--- config.mk ---
export PLATFORM = sky130hd
export DESIGN_NAME = cc_cv_battery_charge_controller_top
export DESIGN_NICKNAME = d
export VERILOG_FILES = /design/src/rtl/cccv_pkg.sv /design/src/rtl/cccv_update.sv /design/src/rtl/cc_cv_battery_charge_controller_top.sv
export SDC_FILE = /design/constraint.sdc
export NUM_CORES = 1
export LEC_CHECK = 0
export BUFFER_PORTS_ARGS = -buffer_cell sky130_fd_sc_hd__clkbuf_2
export CAP_MARGIN = 20
export CORE_MARGIN = 4
export CORE_UTILIZATION = 57
export DETAILED_ROUTE_END_ITERATION = 6
export GPL_TIMING_DRIVEN = 0
export PLACE_DENSITY = 0.74
export SYNTH_ARGS = -nofsm -noshare
export SYNTH_HDL_FRONTEND = slang
export SYNTH_HIERARCHICAL = 1
export SYNTH_SLANG_ARGS = --single-unit
--- constraint.sdc ---
create_clock -name clk -period 17.8 [get_ports clk]
set_input_delay 1.78 -clock clk [delete_from_list [all_inputs] [get_ports clk]]
set_output_delay 1.78 -clock clk [all_outputs]
set_load 0.02 [all_outputs]
--- src/rtl/cccv_pkg.sv ---
// ----------------------------------------------------------------------------
// cccv_pkg: shared types and constants of the CC/CV charge controller
// Step and mode codes, voltage thresholds, register indexes and the
// controller state record passed between the update logic and the top level.
// ----------------------------------------------------------------------------
`default_nettype none

package cccv_pkg;

  // Parameter defaults
  localparam int DUTY_MAX_DEF        = 1000;
  localparam int TIMEOUT_MINUTES_DEF = 360;

  // Field widths
  localparam int DUTY_W = 10;
  localparam int MV_W   = 12;
  localparam int ADC_W  = 12;
  localparam int CUR_W  = 10;
  localparam int MIN_W  = 9;
  localparam int CFG_W  = 12;
  localparam int CUR_MA_W = 12;  // measured current in mA, at most 3290

  // Voltage thresholds in mV
  localparam logic [MV_W-1:0] MV_CV_INIT     = 12'd1650;
  localparam logic [MV_W-1:0] MV_CV_ENTER    = 12'd1660;
  localparam logic [MV_W-1:0] MV_OVERVOLT    = 12'd1720;
  localparam logic [MV_W-1:0] MV_RAMP_MIN    = 12'd1100;
  localparam logic [MV_W-1:0] MV_TIMER_CLEAR = 12'd1600;

  localparam logic [CUR_W-1:0] RAMP_START   = 10'd50;
  localparam int               CV_START     = 500;
  localparam logic [8:0]       SENSE_GAIN   = 9'd330;   // scaled by 1/4096
  localparam logic signed [3:0] HYST_LIMIT  = 4'sd5;
  localparam logic [2:0]       OV_TICKS     = 3'd3;     // exit on the tick after this many
  localparam logic [2:0]       OV_EXIT_CNT  = 3'd4;
  localparam logic [MIN_W-1:0] MIN_SAT      = 9'd511;

  // Configuration register reset values
  localparam logic [CUR_W-1:0] TARGET_CURRENT_RST = 10'd600;
  localparam logic [MV_W-1:0]  FULL_VOLTAGE_RST   = 12'd1800;
  localparam logic [CUR_W-1:0] FINISH_CURRENT_RST = 10'd100;
  localparam logic [ADC_W-1:0] BASELINE_ADC_RST   = 12'd0;

  typedef enum logic [1:0] {
    REG_TARGET_CURRENT = 2'd0,
    REG_FULL_VOLTAGE   = 2'd1,
    REG_FINISH_CURRENT = 2'd2,
    REG_BASELINE_ADC   = 2'd3
  } cfg_index_t;

  typedef enum logic [2:0] {
    ST_IDLE     = 3'd0,
    ST_INIT     = 3'd1,
    ST_CHARGING = 3'd2,
    ST_FINISHED = 3'd3,
    ST_EXIT     = 3'd4
  } step_t;

  typedef enum logic [1:0] {
    MD_CC  = 2'd0,
    MD_CV  = 2'd1,
    MD_FIN = 2'd2
  } mode_t;

  typedef struct packed {
    logic [CUR_W-1:0] target_current;
    logic [MV_W-1:0]  full_voltage;
    logic [CUR_W-1:0] finish_current;
    logic [ADC_W-1:0] baseline_adc;
  } cfg_t;

  typedef struct packed {
    step_t              step;
    mode_t              mode;
    logic [DUTY_W-1:0]  duty;
    logic [CUR_W-1:0]   ramp;
    logic [1:0]         prescale;
    logic [2:0]         overvolt;
    logic signed [3:0]  hyst;
    logic [MIN_W-1:0]   minutes;
    logic               led_green;
  } ctrl_state_t;

endpackage

`default_nettype wire

--- src/rtl/cccv_update.sv ---
// ----------------------------------------------------------------------------
// cccv_update: one control tick of the charge sequencer
// Computes the next controller state and duty setpoint from the current
// state, the configuration and one input transaction.
// ----------------------------------------------------------------------------
`default_nettype none

module cccv_update #(
  parameter int DUTY_MAX        = cccv_pkg::DUTY_MAX_DEF,
  parameter int TIMEOUT_MINUTES = cccv_pkg::TIMEOUT_MINUTES_DEF,
  parameter int SP_W            = $clog2(DUTY_MAX + 1)
) (
  input  cccv_pkg::ctrl_state_t          st,
  input  logic [SP_W-1:0]                sp,
  input  cccv_pkg::cfg_t                 cfg,
  input  logic                           power_enable,
  input  logic [cccv_pkg::MV_W-1:0]      battery_mv,
  input  logic [cccv_pkg::ADC_W-1:0]     current_adc,
  input  logic                           minute_tick,
  output cccv_pkg::ctrl_state_t          nx,
  output logic [SP_W-1:0]                sp_next,
  output logic                           chime
);

  localparam int CV_SP = (cccv_pkg::CV_START < DUTY_MAX) ? cccv_pkg::CV_START : DUTY_MAX;
  localparam logic [SP_W-1:0] SP_MAX   = SP_W'(DUTY_MAX);
  localparam logic [SP_W-1:0] SP_CV    = SP_W'(CV_SP);
  localparam logic [cccv_pkg::MIN_W-1:0] TIMEOUT = cccv_pkg::MIN_W'(TIMEOUT_MINUTES);

  logic [cccv_pkg::ADC_W-1:0]    diff;
  logic [20:0]                   prod;
  logic [cccv_pkg::CUR_MA_W-1:0] cur_tens;
  logic [cccv_pkg::CUR_MA_W-1:0] cur_ma;
  logic [cccv_pkg::CUR_MA_W-1:0] ramp_ext;
  logic [cccv_pkg::CUR_MA_W-1:0] finish_ext;
  logic                          over_mv;
  logic                          ov_exit;
  logic signed [3:0]             hyst_up;
  logic signed [3:0]             hyst_dn;
  cccv_pkg::step_t               step_eff;

  // Charge current in mA: ((baseline - adc) * 330 / 4096) * 10, zero unless adc is below baseline
  always_comb begin
    diff     = cfg.baseline_adc - current_adc;
    prod     = 21'(diff) * 21'(cccv_pkg::SENSE_GAIN);
    cur_tens = cccv_pkg::CUR_MA_W'(prod[20:12]);
    if (current_adc < cfg.baseline_adc) begin
      cur_ma = (cur_tens << 3) + (cur_tens << 1);
    end else begin
      cur_ma = '0;
    end
  end

  assign over_mv    = battery_mv > cccv_pkg::MV_OVERVOLT;
  assign ov_exit    = over_mv && (st.overvolt >= cccv_pkg::OV_TICKS);
  assign hyst_up    = st.hyst + 4'sd1;
  assign hyst_dn    = st.hyst - 4'sd1;
  assign finish_ext = cccv_pkg::CUR_MA_W'(cfg.finish_current);

  always_comb begin
    nx       = st;
    sp_next  = sp;
    chime    = 1'b0;
    ramp_ext = '0;

    if (minute_tick && (st.minutes != cccv_pkg::MIN_SAT)) begin
      nx.minutes = st.minutes + 1'b1;
    end

    // power off forces the exit step unless already idle
    if (!power_enable && (st.step != cccv_pkg::ST_IDLE)) begin
      step_eff = cccv_pkg::ST_EXIT;
    end else begin
      step_eff = st.step;
    end

    if (power_enable || (st.step != cccv_pkg::ST_IDLE)) begin
      unique case (step_eff)
        cccv_pkg::ST_IDLE: begin
          nx.step = cccv_pkg::ST_INIT;
        end
        cccv_pkg::ST_INIT: begin
          nx.minutes   = '0;
          chime        = 1'b1;
          nx.led_green = 1'b0;
          if (battery_mv < cccv_pkg::MV_CV_INIT) begin
            nx.mode = cccv_pkg::MD_CC;
            sp_next = '0;
          end else begin
            nx.mode = cccv_pkg::MD_CV;
            sp_next = SP_CV;
          end
          nx.duty     = '0;
          nx.overvolt = '0;
          nx.ramp     = cccv_pkg::RAMP_START;
          nx.hyst     = '0;
          nx.step     = cccv_pkg::ST_CHARGING;
        end
        cccv_pkg::ST_CHARGING: begin
          nx.prescale = st.prescale + 2'd1;
          if (over_mv) begin
            nx.overvolt = ov_exit ? cccv_pkg::OV_EXIT_CNT : st.overvolt + 3'd1;
          end else begin
            nx.overvolt = '0;
          end

          if (ov_exit) begin
            // hold duty; the exit step runs on the next transaction
            nx.step = cccv_pkg::ST_EXIT;
          end else if (nx.minutes > TIMEOUT) begin
            sp_next      = '0;
            nx.step      = cccv_pkg::ST_FINISHED;
            nx.led_green = 1'b1;
            nx.mode      = cccv_pkg::MD_FIN;
            if (battery_mv <= cccv_pkg::MV_TIMER_CLEAR) begin
              nx.minutes = '0;
              nx.mode    = cccv_pkg::MD_CC;
            end
            nx.duty = '0;
          end else begin
            if (battery_mv > cccv_pkg::MV_RAMP_MIN) begin
              if ((nx.prescale == 2'd0) && (st.ramp < cfg.target_current)) begin
                nx.ramp = st.ramp + 1'b1;
              end
            end else begin
              nx.ramp = cccv_pkg::RAMP_START;
            end
            ramp_ext = cccv_pkg::CUR_MA_W'(nx.ramp);

            case (st.mode)
              cccv_pkg::MD_CC: begin
                if (battery_mv >= cccv_pkg::MV_CV_ENTER) begin
                  nx.mode = cccv_pkg::MD_CV;
                end else if (cur_ma > ramp_ext) begin
                  if (sp > SP_W'(2)) sp_next = sp - 1'b1;
                end else if (cur_ma < ramp_ext) begin
                  if ((nx.prescale == 2'd0) && (sp < SP_MAX)) sp_next = sp + 1'b1;
                end
              end
              cccv_pkg::MD_CV: begin
                if (battery_mv > cfg.full_voltage) begin
                  if (hyst_up >= cccv_pkg::HYST_LIMIT) begin
                    nx.hyst = '0;
                    if (sp != '0) sp_next = sp - 1'b1;
                  end else begin
                    nx.hyst = hyst_up;
                  end
                  if (cur_ma < finish_ext) nx.mode = cccv_pkg::MD_FIN;
                end else begin
                  if (hyst_dn <= -cccv_pkg::HYST_LIMIT) begin
                    nx.hyst = '0;
                    if (sp < SP_MAX) sp_next = sp + 1'b1;
                  end else begin
                    nx.hyst = hyst_dn;
                  end
                end
              end
              cccv_pkg::MD_FIN: begin
                sp_next      = '0;
                nx.step      = cccv_pkg::ST_FINISHED;
                nx.led_green = 1'b1;
                if (battery_mv <= cccv_pkg::MV_TIMER_CLEAR) begin
                  nx.minutes = '0;
                  nx.mode    = cccv_pkg::MD_CC;
                end
              end
              default: begin
                nx.mode = cccv_pkg::MD_FIN;
              end
            endcase
            nx.duty = cccv_pkg::DUTY_W'(sp_next);
          end
        end
        cccv_pkg::ST_FINISHED: begin
          nx.led_green = 1'b1;
        end
        cccv_pkg::ST_EXIT: begin
          nx.duty      = '0;
          nx.led_green = 1'b1;
          nx.step      = cccv_pkg::ST_IDLE;
        end
        default: begin
          nx.step = cccv_pkg::ST_EXIT;
        end
      endcase
    end
  end

endmodule

`default_nettype wire

--- src/rtl/cc_cv_battery_charge_controller_top.sv ---
// ----------------------------------------------------------------------------
// cc_cv_battery_charge_controller_top: CC/CV battery charge controller
//
// One input transaction is one control tick: power switch, battery mV,
// averaged current-sense sample and a minute flag. Each tick produces one
// result transaction with the PWM duty, sequencer step, charge mode, start
// chime and LED color.
// Both channels use valid/ready. The tick is evaluated in a single pass of
// logic from the controller state registers and lands in the output register;
// out_valid rises in the cycle after acceptance.
// Throughput is one transaction per cycle: in_ready stays high while the
// output register is empty or is being taken in the same cycle, so a stalled
// receiver holds in_ready low only while a finished result is still waiting.
// Configuration is a plain write port (cfg_write, cfg_index, cfg_data); the user
// writes it while no tick is in flight, the block itself does not enforce this.
// Synchronous reset returns the sequencer to idle, CC mode, duty 0, ramp 50
// and the register defaults, and empties the output register.
// ----------------------------------------------------------------------------
`default_nettype none

module cc_cv_battery_charge_controller_top #(
  parameter int DUTY_MAX        = cccv_pkg::DUTY_MAX_DEF,
  parameter int TIMEOUT_MINUTES = cccv_pkg::TIMEOUT_MINUTES_DEF
) (
  input  wire logic                          clk,
  input  wire logic                          rst,
  // configuration
  input  wire logic                          cfg_write,
  input  wire logic [1:0]                    cfg_index,
  input  wire logic [cccv_pkg::CFG_W-1:0]    cfg_data,
  // tick input
  input  wire logic                          in_valid,
  output logic                               in_ready,
  input  wire logic                          power_enable,
  input  wire logic [cccv_pkg::MV_W-1:0]     battery_mv,
  input  wire logic [cccv_pkg::ADC_W-1:0]    current_adc,
  input  wire logic                          minute_tick,
  // result output
  output logic                               out_valid,
  input  wire logic                          out_ready,
  output logic [cccv_pkg::DUTY_W-1:0]        pwm_duty,
  output logic [2:0]                         charge_step,
  output logic [1:0]                         chg_mode,
  output logic                               start_chime,
  output logic                               battery_led_green
);

  localparam int SP_W = $clog2(DUTY_MAX + 1);

  cccv_pkg::cfg_t        cfg;
  cccv_pkg::ctrl_state_t state;
  cccv_pkg::ctrl_state_t state_next;
  logic [SP_W-1:0]       setpoint;
  logic [SP_W-1:0]       setpoint_next;
  logic                  chime_next;
  logic                  in_fire;

  assign in_ready = !out_valid || out_ready;
  assign in_fire  = in_valid && in_ready;

  always_ff @(posedge clk) begin
    if (rst) begin
      cfg.target_current <= cccv_pkg::TARGET_CURRENT_RST;
      cfg.full_voltage   <= cccv_pkg::FULL_VOLTAGE_RST;
      cfg.finish_current <= cccv_pkg::FINISH_CURRENT_RST;
      cfg.baseline_adc   <= cccv_pkg::BASELINE_ADC_RST;
    end else if (cfg_write) begin
      unique case (cccv_pkg::cfg_index_t'(cfg_index))
        cccv_pkg::REG_TARGET_CURRENT: cfg.target_current <= cfg_data[cccv_pkg::CUR_W-1:0];
        cccv_pkg::REG_FULL_VOLTAGE:   cfg.full_voltage   <= cfg_data;
        cccv_pkg::REG_FINISH_CURRENT: cfg.finish_current <= cfg_data[cccv_pkg::CUR_W-1:0];
        cccv_pkg::REG_BASELINE_ADC:   cfg.baseline_adc   <= cfg_data;
        default: ;
      endcase
    end
  end

  cccv_update #(
    .DUTY_MAX        (DUTY_MAX),
    .TIMEOUT_MINUTES (TIMEOUT_MINUTES),
    .SP_W            (SP_W)
  ) u_update (
    .st           (state),
    .sp           (setpoint),
    .cfg          (cfg),
    .power_enable (power_enable),
    .battery_mv   (battery_mv),
    .current_adc  (current_adc),
    .minute_tick  (minute_tick),
    .nx           (state_next),
    .sp_next      (setpoint_next),
    .chime        (chime_next)
  );

  // Controller state advances once per accepted transaction
  always_ff @(posedge clk) begin
    if (rst) begin
      state.step      <= cccv_pkg::ST_IDLE;
      state.mode      <= cccv_pkg::MD_CC;
      state.duty      <= '0;
      state.ramp      <= cccv_pkg::RAMP_START;
      state.prescale  <= '0;
      state.overvolt  <= '0;
      state.hyst      <= '0;
      state.minutes   <= '0;
      state.led_green <= 1'b0;
      setpoint        <= '0;
    end else if (in_fire) begin
      state    <= state_next;
      setpoint <= setpoint_next;
    end
  end

  always_ff @(posedge clk) begin
    if (rst) begin
      out_valid <= 1'b0;
    end else if (in_fire) begin
      out_valid <= 1'b1;
    end else if (out_ready) begin
      out_valid <= 1'b0;
    end
  end

  always_ff @(posedge clk) begin
    if (in_fire) begin
      pwm_duty          <= state_next.duty;
      charge_step       <= state_next.step;
      chg_mode          <= state_next.mode;
      start_chime       <= chime_next;
      battery_led_green <= state_next.led_green;
    end
  end

  // A chime only goes out with the tick that enters charging
  a_chime_step: assert property (@(posedge clk) disable iff (rst)
    (out_valid && start_chime) |-> (charge_step == cccv_pkg::ST_CHARGING))
    else $error("chime without entry to charging");

  // Power off always lands the sequencer in idle
  a_power_off_idle: assert property (@(posedge clk) disable iff (rst)
    (in_fire && !power_enable) |=> (state.step == cccv_pkg::ST_IDLE))
    else $error("power off did not return to idle");

  // Duty is zero outside charging until init has run
  a_idle_duty: assert property (@(posedge clk) disable iff (rst)
    ((state.step == cccv_pkg::ST_IDLE) || (state.step == cccv_pkg::ST_INIT))
      |-> (state.duty == '0))
    else $error("nonzero duty in idle or init");

  a_setpoint_max: assert property (@(posedge clk) disable iff (rst)
    setpoint <= SP_W'(DUTY_MAX))
    else $error("setpoint above duty limit");

  a_hyst_range: assert property (@(posedge clk) disable iff (rst)
    (state.hyst < cccv_pkg::HYST_LIMIT) && (state.hyst > -cccv_pkg::HYST_LIMIT))
    else $error("hysteresis count out of range");

  a_finished_green: assert property (@(posedge clk) disable iff (rst)
    (state.step == cccv_pkg::ST_FINISHED) |-> state.led_green)
    else $error("finished without green indicator");

endmodule

`default_nettype wire
* Yosys cells after proc, flatten, opt, wreduce, memory -nomap -nowiden
Index checks and enable logic that the tools add are counted.
** Word-level totals
- Input bits :: 45
- Logic and storage cells :: 149
- Register bits after elaboration :: 116
- Output and inout bits :: 19
** Operators by class
- Multiply operators :: 1
- Reduce and logical (&&, ||, !) cells :: 29
- Equality and inequality tests :: 13
- Multiplexer cells :: 59
- Add/sub/neg operators :: 10
- Order comparisons :: 17
** Operators by type and width (count)
- 10-bit 2-to-1 mux :: 22
- 10-bit one-hot mux with 2 select lines :: 3
- 44-bit 2-to-1 mux :: 1
- 16-bit one-hot mux with 2 select lines :: 1
- 10-bit one-hot mux with 3 select lines :: 1
- 9-bit 2-to-1 mux :: 3
- 12-bit by 11-bit > comparator with 1-bit output (second input constant) :: 2
- 12-bit by 10-bit less-than comparator with 1-bit output :: 2
- 22-bit 2-to-1 mux :: 1
- 10-bit by 1-bit adder with 10-bit output (second input constant) :: 2
- 12-bit by 8-bit multiplier with 20-bit output (second input constant) :: 1
- 4-bit 2-to-1 mux :: 5
- 15-bit 2-to-1 mux :: 1
- 3-bit 2-to-1 mux :: 5
- 3-bit one-hot mux with 5 select lines :: 1
- 14-bit 2-to-1 mux :: 1
- 12-bit by 10-bit adder with 12-bit output :: 1
- 12-bit by 11-bit greater-or-equal comparator with 1-bit output (second input constant) :: 1
- 12-bit by 10-bit > comparator with 1-bit output :: 1
- 12-bit > comparator :: 1
- 12-bit by 11-bit <= comparator with 1-bit output (second input constant) :: 1
- 12-bit by 11-bit less-than comparator with 1-bit output (second input constant) :: 1
- 12-bit less-than comparator :: 1
- 12-bit 2-to-1 mux :: 1
- 40 further kinds :: 69

* Depth between registers and ports, before layout
Gate-level depths: netlist of run 1.
- Depth after elaboration :: 19
- Depth in mapped cells :: 47
- Depth with buffers taken out :: 47

* Cells and area by module
The synthesis of run 1 kept the hierarchy.
** Modules (own cells, without submodules)
- cccv_update :: instances 1, area each 6749.0 um^2, cells each 990
- cc_cv_battery_charge_controller_top :: instances 1, area each 4410.5 um^2, cells each 455

* Worst setup path before layout of run 1
Ideal clock, no wire load.
- Kind :: input -> register
- Start point :: input port current_adc[1] in the netlist's numbering
- End point :: register pwm_duty[9] in the netlist's numbering (data pin)
- Cell stages on the path :: 43
- Slack :: 7.481 ns
- Buffers on the path :: 0
- Arrival :: 10.057 ns
- Path through :: inv_1 > ha_1 > a21o_1 > a21o_1 > a21o_1 > a21o_1 > a21o_1 > a21o_1 > a21o_1 > a21o_1 > xor2_1 > inv_1 > fa_1 > fa_1 > inv_1 > ha_1 > ha_1 > o21a_1 > (+7 left out) > xnor2_1 > xor2_1 > nor2_1 > ha_1 > a21o_1 > a21o_1 > a21o_1 > a21oi_1 > and3b_1 > a21o_1 > nor2_1 > a221oi_1 > nand3_1 > a211oi_4 > a21oi_2 > a311oi_2 > a21oi_1 > o22a_1
** RTL lines
- start: declaration :: RTL line cc_cv_battery_charge_controller_top.sv:36 : input wire logic [cccv_pkg::ADC_W-1:0] current_adc,
- end signal: assignment :: RTL line cc_cv_battery_charge_controller_top.sv:126 : pwm_duty <= state_next.duty;
- end: declaration :: RTL line cc_cv_battery_charge_controller_top.sv:41 : output logic [cccv_pkg::DUTY_W-1:0] pwm_duty,

==> results of run 1 <==
critical path, delay by kind of cell:
| kind | cells | cell delay (ns) |
|---|---|---|
| XOR/XNOR | 4 | 0.94 |
| AND/OR/NAND/NOR | 7 | 1.34 |
| buffers and inverters | 6 | 0.57 |
| AO/OA/AOI/OAI | 21 | 4.19 |
| adder cells (fa/ha/maj) | 8 | 2.77 |
state kept, by name, summed over array words and instances (netlist names):
| register | count |
|---|---|
| battery_led_green | 1 |
| charge_step | 3 |
| cfg | 44 |
| chg_mode | 2 |
| state | 44 |
| pwm_duty | 10 |
| setpoint | 10 |
| out_valid | 1 |
| start_chime | 1 |
layout make-up:
| cell class | count | area [µm²] | area share |
|---|---|---|---|
| plain buffers | 79 | 362.8 | 0.02922 |
| clock buffers | 20 | 446.7 | 0.03598 |
| clock inverters | 12 | 156.4 | 0.01260 |
| inverters | 112 | 420.4 | 0.03386 |
| multi-input cells | 1138 | 7884 | 0.6350 |
| flip-flops and latches | 116 | 2492 | 0.2007 |
| well taps | 260 | 325.3 | 0.02620 |
| repair buffers | 63 | 327.8 | 0.02640 |
path summary, 6_finish.rpt:
path                       start   endpoint  slack, ns  cells past startpoint
setup reg to reg          cfg[1]  state[36]       7.57                     44
hold reg to reg          cfg[24]    cfg[24]       0.46                      2
hold / removal           cfg[24]    cfg[24]       0.46                      2
setup / recovery  current_adc[1]  state[36]       6.47                     46
cell usage after synthesis, types with 5 or more instances:
cell type / count / area share
nor2b_1: 10 / 0.0056
and3_1: 17 / 0.0095
nor2_1: 107 / 0.036
o21a_1: 13 / 0.0087
nor3_1: 48 / 0.022
a21o_1: 33 / 0.022
xnor2_1: 28 / 0.022
a21bo_2: 51 / 0.046
o31ai_1: 6 / 0.0040
or3_1: 8 / 0.0045
inv_1: 112 / 0.038
a2111oi_0: 5 / 0.0039
fa_1: 15 / 0.027
a21oi_1: 164 / 0.074
nand3_1: 88 / 0.039
a211o_1: 5 / 0.0039
a31oi_1: 9 / 0.0050
o21ai_1: 5 / 0.0022
xor2_1: 20 / 0.016
ha_1: 121 / 0.14
o21ai_0: 49 / 0.022
clkbuf_1: 50 / 0.017
nand2b_1: 12 / 0.0067
o211ai_1: 14 / 0.0094
nand4_1: 18 / 0.010
nand2_1: 136 / 0.046
and2_1: 10 / 0.0056
edfxtp_1: 17 / 0.046
buf_2: 20 / 0.0090
mux2i_1: 17 / 0.015
dfxtp_1: 99 / 0.18
nor4_1: 7 / 0.0039
o22ai_1: 5 / 0.0028
a211oi_1: 9 / 0.0061
o22a_1: 9 / 0.0071
where the power goes:
group,total [W],internal [W],switching [W]
combinational,0.00101,0.000406,0.000609
sequential,0.000276,0.000273,0.00000369
clock,0.000350,0.000223,0.000127
total,0.00164,0.000902,0.000739
cell families (layout without fill, tap and decap cells):
| group | Yosys count | count (layout) | synth area share |
|---|---|---|---|
| compound gates | 441 | 441 | 0.2742 |
| xor+xnor | 49 | 49 | 0.03913 |
| fa+ha+maj | 137 | 137 | 0.1635 |
| buf+inv | 191 | 286 | 0.07019 |
| flops | 116 | 116 | 0.2233 |
| mux | 19 | 19 | 0.01727 |
| simple gates | 492 | 492 | 0.2124 |
layer usage:
metal / share of wire / vias to the layer above / wire length (µm)
li1: - / 5365 / -
met1: 0.45 / 5098 / 14310
met2: 0.44 / 422 / 14040
met3: 0.081 / 76 / 2556
met4: 0.021 / 0 / 673
met5: 0 / - / 0
metrics by stage:
step	cells	hold slack (ns)	setup slack [ns]	utilization	total power, W
2_1_floorplan	1445	0.4363	7.481	-	0.001074
3_3_place_gp	1766	0.4435	6.262	0.6220	0.001252
3_5_place_dp	1768	0.4487	6.211	0.6232	0.001265
4_1_cts	1800	0.4564	6.570	0.6550	0.001629
5_1_grt	1800	0.4731	5.649	0.6550	0.001786
6_report	1800	0.4575	6.471	0.6550	0.001641
==> reports/qor.yml, run 1 <==
dr.pass1.iters: 6
fp.dieH_um: 147.9
io_pins: 64
met3_usage: 0.05303
synth_flop_cell: "dfxtp_1"
critPathArrivalTime_ns: 11.62
path_common_cell: "a21o_1"
fp.dieArea_um2: 21880
ys_async_sr_fraction: 0
maxSlewHeadroom: 0.3690
drt_iter0_drc: 1221
fmax_ghz: 0.08827
num_vias: 10960
htree_num_levels: 4
track_usage: 0.2878
gr-max-usage-layer: "met2"
clock_sinks: 116
drc: 0
rsz0062_at_grt: "false"
pwr_density_cell_nw_per_um2: 132.2
worstSetupEndpointType: "flip-flop"
cts-buffers-inserted: 17
clock_skew_ns: 0.006294
path_class: "in2reg"
use_met2: 0.4607
netlist_instances: 1445
gp_congestion: 1.034
leakage_nw: 5.364
slowest_stage: "a32oi_1"
setup_violations: 0
hold_violations: 0
start_kind: "input port"
stdcell_area_um2: 12420
syn_area_um2: 11160
grt_pass1_wl_mm: 51.76
die_x_um: 147.9
num_antenna_cells: 0
outcome: "complete, no violations"
grt_pass1_vias: 10410
drt_wl_total_mm: 31.57
period_share: 0.6365
grt-ovfl-total: 0
ys_types: 95
fin_setup_tns_ns: 0
synth_nets: 1626
slew_violations: 0
synth_edf_count: 17
area_growth_syn_to_layout_pct: 11.26
cts_setup_buffers: 0
grtUsageMet1: 0.4013
syn_area_per_cell_um2: 7.723
clock_latency_ns: 0.42
grt_max_degree: 17
num-fill-cells: 1676
worst_pin_slew_ns: 0.9466
critPathMaxFanout: 9
placed_cell_area_um2: 11810
yosys_warnings: 6
ctsRootBufferMaster: "clkbuf_16"
hp-class: "reg2reg"
cts_tree: "done"
seq_area_frac_synth: 0.2233
final_cell_mix: "a21oi_1, nand2_1, ha_1"
antenna_found_initial: 0
floorplan.initialDensity: 0.5887
peakVddDrop_v: 0.0001439
drtAntennaViolNets: 0
drive_gt1_frac: 0.1292
cts_hold_buf: 0
layout_commonest_cell: "a21oi_1"
max_stage_delay_ns: 0.55
cap_viol_max_count: 0
wl_per_cell_um: 17.54
numPortBuffers: 61
core_um2: 18960
layout.nets: 1708
num_rows: 50
clock_path_buffers: 2
ys_ff_latch: 116
path_clk_slew_ns: 0.06
period_needed_ns: 11.33
cts_resized: 0
cp.required_ns: 18.09
vias_per_cell: 6.089
hpwl_mm: 24.03
(Power assumes the default switching activity.)
==> run 2: changes to the inputs <==
--- a/config.mk
+++ b/config.mk
@@ -5,13 +5,14 @@
 export SDC_FILE = /design/constraint.sdc
 export NUM_CORES = 1
 export LEC_CHECK = 0
+export ABC_AREA = 1
 export BUFFER_PORTS_ARGS = -buffer_cell sky130_fd_sc_hd__clkbuf_2
 export CAP_MARGIN = 20
 export CORE_MARGIN = 4
 export CORE_UTILIZATION = 57
 export DETAILED_ROUTE_END_ITERATION = 6
 export GPL_TIMING_DRIVEN = 0
-export PLACE_DENSITY = 0.74
+export PLACE_DENSITY = 0.77
 export SYNTH_ARGS = -nofsm -noshare
 export SYNTH_HDL_FRONTEND = slang
 export SYNTH_HIERARCHICAL = 1
==> constraint.sdc (replaced) <==
create_clock -name clk -period 9.78 [get_ports clk]
set_input_delay 0.978 -clock clk [delete_from_list [all_inputs] [get_ports clk]]
set_output_delay 0.978 -clock clk [all_outputs]
set_load 0.02 [all_outputs]
==> run 2 against run 1 <==
  * The run now ends with design-rule violations left
  * Worst setup slack got worse by 5.5 ns
  * Global-route usage is 1.3 points higher
  * Critical path depth rose by 5
  * Sequential share of layout area shrank 0.45 points
  * Combinational power rose to 3.0 times the previous value
  * First-iteration DRC count fell by 1.6%
  * Cell area rose by 2.3%
  * Clock power rose by 69%
  * Power rose to 2.5 times the previous value
  * Synthesized cell count increased by 27%
  * Final cell count rose by 22%
  * Area after synthesis is 3.1% higher
==> reports/qor.yml, run 2 <==
slowest_stage: "fa_1"
critPathArrivalTime_ns: 9.17
area_growth_syn_to_layout_pct: 10.38
ys_async_sr_fraction: 0
synth_flop_cell: "dfxtp_1"
drt_wl_total_mm: 33.31
htree_num_levels: 4
fin_setup_tns_ns: 0
path_clk_slew_ns: 0.06
synthTopCellsByCount: "nand2_1, inv_1, nor2_1"
floorplan.initialDensity: 0.5854
fmax_ghz: 0.1135
antenna_found_initial: 0
hold_violations: 0
drc: 1
yosysTopAreaCellShare: 0.1722
synth_edf_count: 17
numPortBuffers: 60
rsz0062_at_grt: "false"
grt_pass1_vias: 11110
outcome: "finished with violations"
gp_congestion: 0.9959
drive_gt1_frac: 0.07975
hpwl_mm: 25.52
synth_largest_area_cell: "dfxtp_1"
fp.dieArea_um2: 22520
max_stage_delay_ns: 0.51
drtAntennaViolNets: 0
worst_pin_slew_ns: 0.9044
ys_ff_latch: 116
grt_pass1_wl_mm: 54.70
synth.area.top_cells: "dfxtp_1, nand2_1, ha_1, inv_1, nand3_1"
dr.pass1.iters: 7
num_rows: 51
cts-buffers-inserted: 17
cts_tree: "done"
pwr_density_cell_nw_per_um2: 325.4
maxSlewHeadroom: 0.3949
path_class: "in2reg"
layout.nets: 2099
io_pins: 64
grt-ovfl-total: 0
drt_iter0_drc: 1202
num_vias: 12030
start_kind: "input port"
clock_sinks: 116
cp.required_ns: 10.13
path_common_cell: "nand2_1"
grt_max_degree: 18
clock_skew_ns: 0.01158
top_regs: "cfg x44, state x44"
peakVddDrop_v: 0.0003048
track_usage: 0.3010
core_um2: 19650
syn_area_um2: 11510
period_share: 0.9012
synth_most_common_cell: "nand2_1"
vias_per_cell: 5.476
slew_violations: 0
hp-class: "reg2reg"
final_cell_mix: "nand2_1, inv_1, nor2_1"
cts_setup_buffers: 0
wl_per_cell_um: 15.17
cts_hold_buf: 0
setup_violations: 0
syn_area_per_cell_um2: 6.257
period_needed_ns: 8.814
hold_ws_ns: 0.4587
num_antenna_cells: 0
fp.dieH_um: 150.1
cap_viol_max_count: 0
leakage_nw: 6.743
netlist_instances: 1839
ctsRootBufferMaster: "clkbuf_16"
yosys_warnings: 6
worstSetupEndpointType: "flip-flop"
seq_area_frac_synth: 0.2166
clock_path_buffers: 2
layout_commonest_cell: "nand2_1"
die_x_um: 150.1
violations: "design-rule violations"
ys_types: 51
cts_resized: 0
synth_nets: 2020
critPathMaxFanout: 9
clock_latency_ns: 0.43
run 2: power breakdown:
part           internal [W]  leakage, nW  switching (W)  total (W)
combinational       0.00108         5.49        0.00191    0.00299
sequential         0.000523        0.986      0.0000307   0.000553
clock              0.000350        0.263       0.000243   0.000593
total               0.00195         6.74        0.00218    0.00413
run 2: layer usage:
layer	track usage	part of all wire	vias to the layer above
met4	0.08692	0.021	0
met2	0.4749	0.44	518
met5	0	0	-
met1	0.4159	0.45	5367
met3	0.06360	0.093	58
li1	-	-	6083
run 2: logic make-up (layout without fill, tap and decap cells):
| group | Yosys count | in the layout | share of synthesized area |
|---|---|---|---|
| compound gates | 281 | 281 | 0.1409 |
| xor+xnor | 42 | 42 | 0.03197 |
| fa+ha+maj | 137 | 137 | 0.1585 |
| buf+inv | 398 | 490 | 0.1338 |
| flops | 116 | 116 | 0.2166 |
| simple gates | 865 | 865 | 0.3182 |
run 2: area by class of cell:
class	count	area [µm²]
multi-input combinational	1325	7475
sequential	116	2492
buffer	62	275.3
fill	1924	6953
clock inverter	11	91.34
inverter	336	1264
tap	265	331.6
clock buffer	21	471.7
timing repair buffer	60	300.3
run 2: worst paths after layout:
check / slack (ns) / endpoint / start / cells past startpoint
worst max-delay path: 0.97 / state[35] / current_adc[2] / 51
worst min-delay path: 0.46 / cfg[43] / cfg[43] / 2
worst max register to register: 1.19 / state[35] / cfg[0] / 52
worst min register to register: 0.46 / cfg[43] / cfg[43] / 2
run 2: critical path, delay by kind of cell:
family	cells	cell delay [ns]
adders and majority gates	8	2.96
and+or+nand+nor	26	2.70
buffers and inverters	6	0.37
xor gates and xnor gates	2	0.61
AOI/OAI and AO/OA	9	1.52
run 2: metrics by stage:
| stage | area (µm²) | std cells | util | setup slack [ns] | power (W) |
|---|---|---|---|---|---|
| global placement | 12140 | 2164 | 0.6176 | 0.7904 | 0.003408 |
| CTS | 12700 | 2196 | 0.6462 | 1.030 | 0.004096 |
| global route | 12700 | 2196 | 0.6462 | 0.2091 | 0.004592 |
| floorplan | 11510 | 1839 | - | 2.009 | 0.002856 |
| finish | 12700 | 2196 | 0.6462 | 0.9660 | 0.004132 |
| detailed placement | 12140 | 2164 | 0.6176 | 0.6657 | 0.003463 |
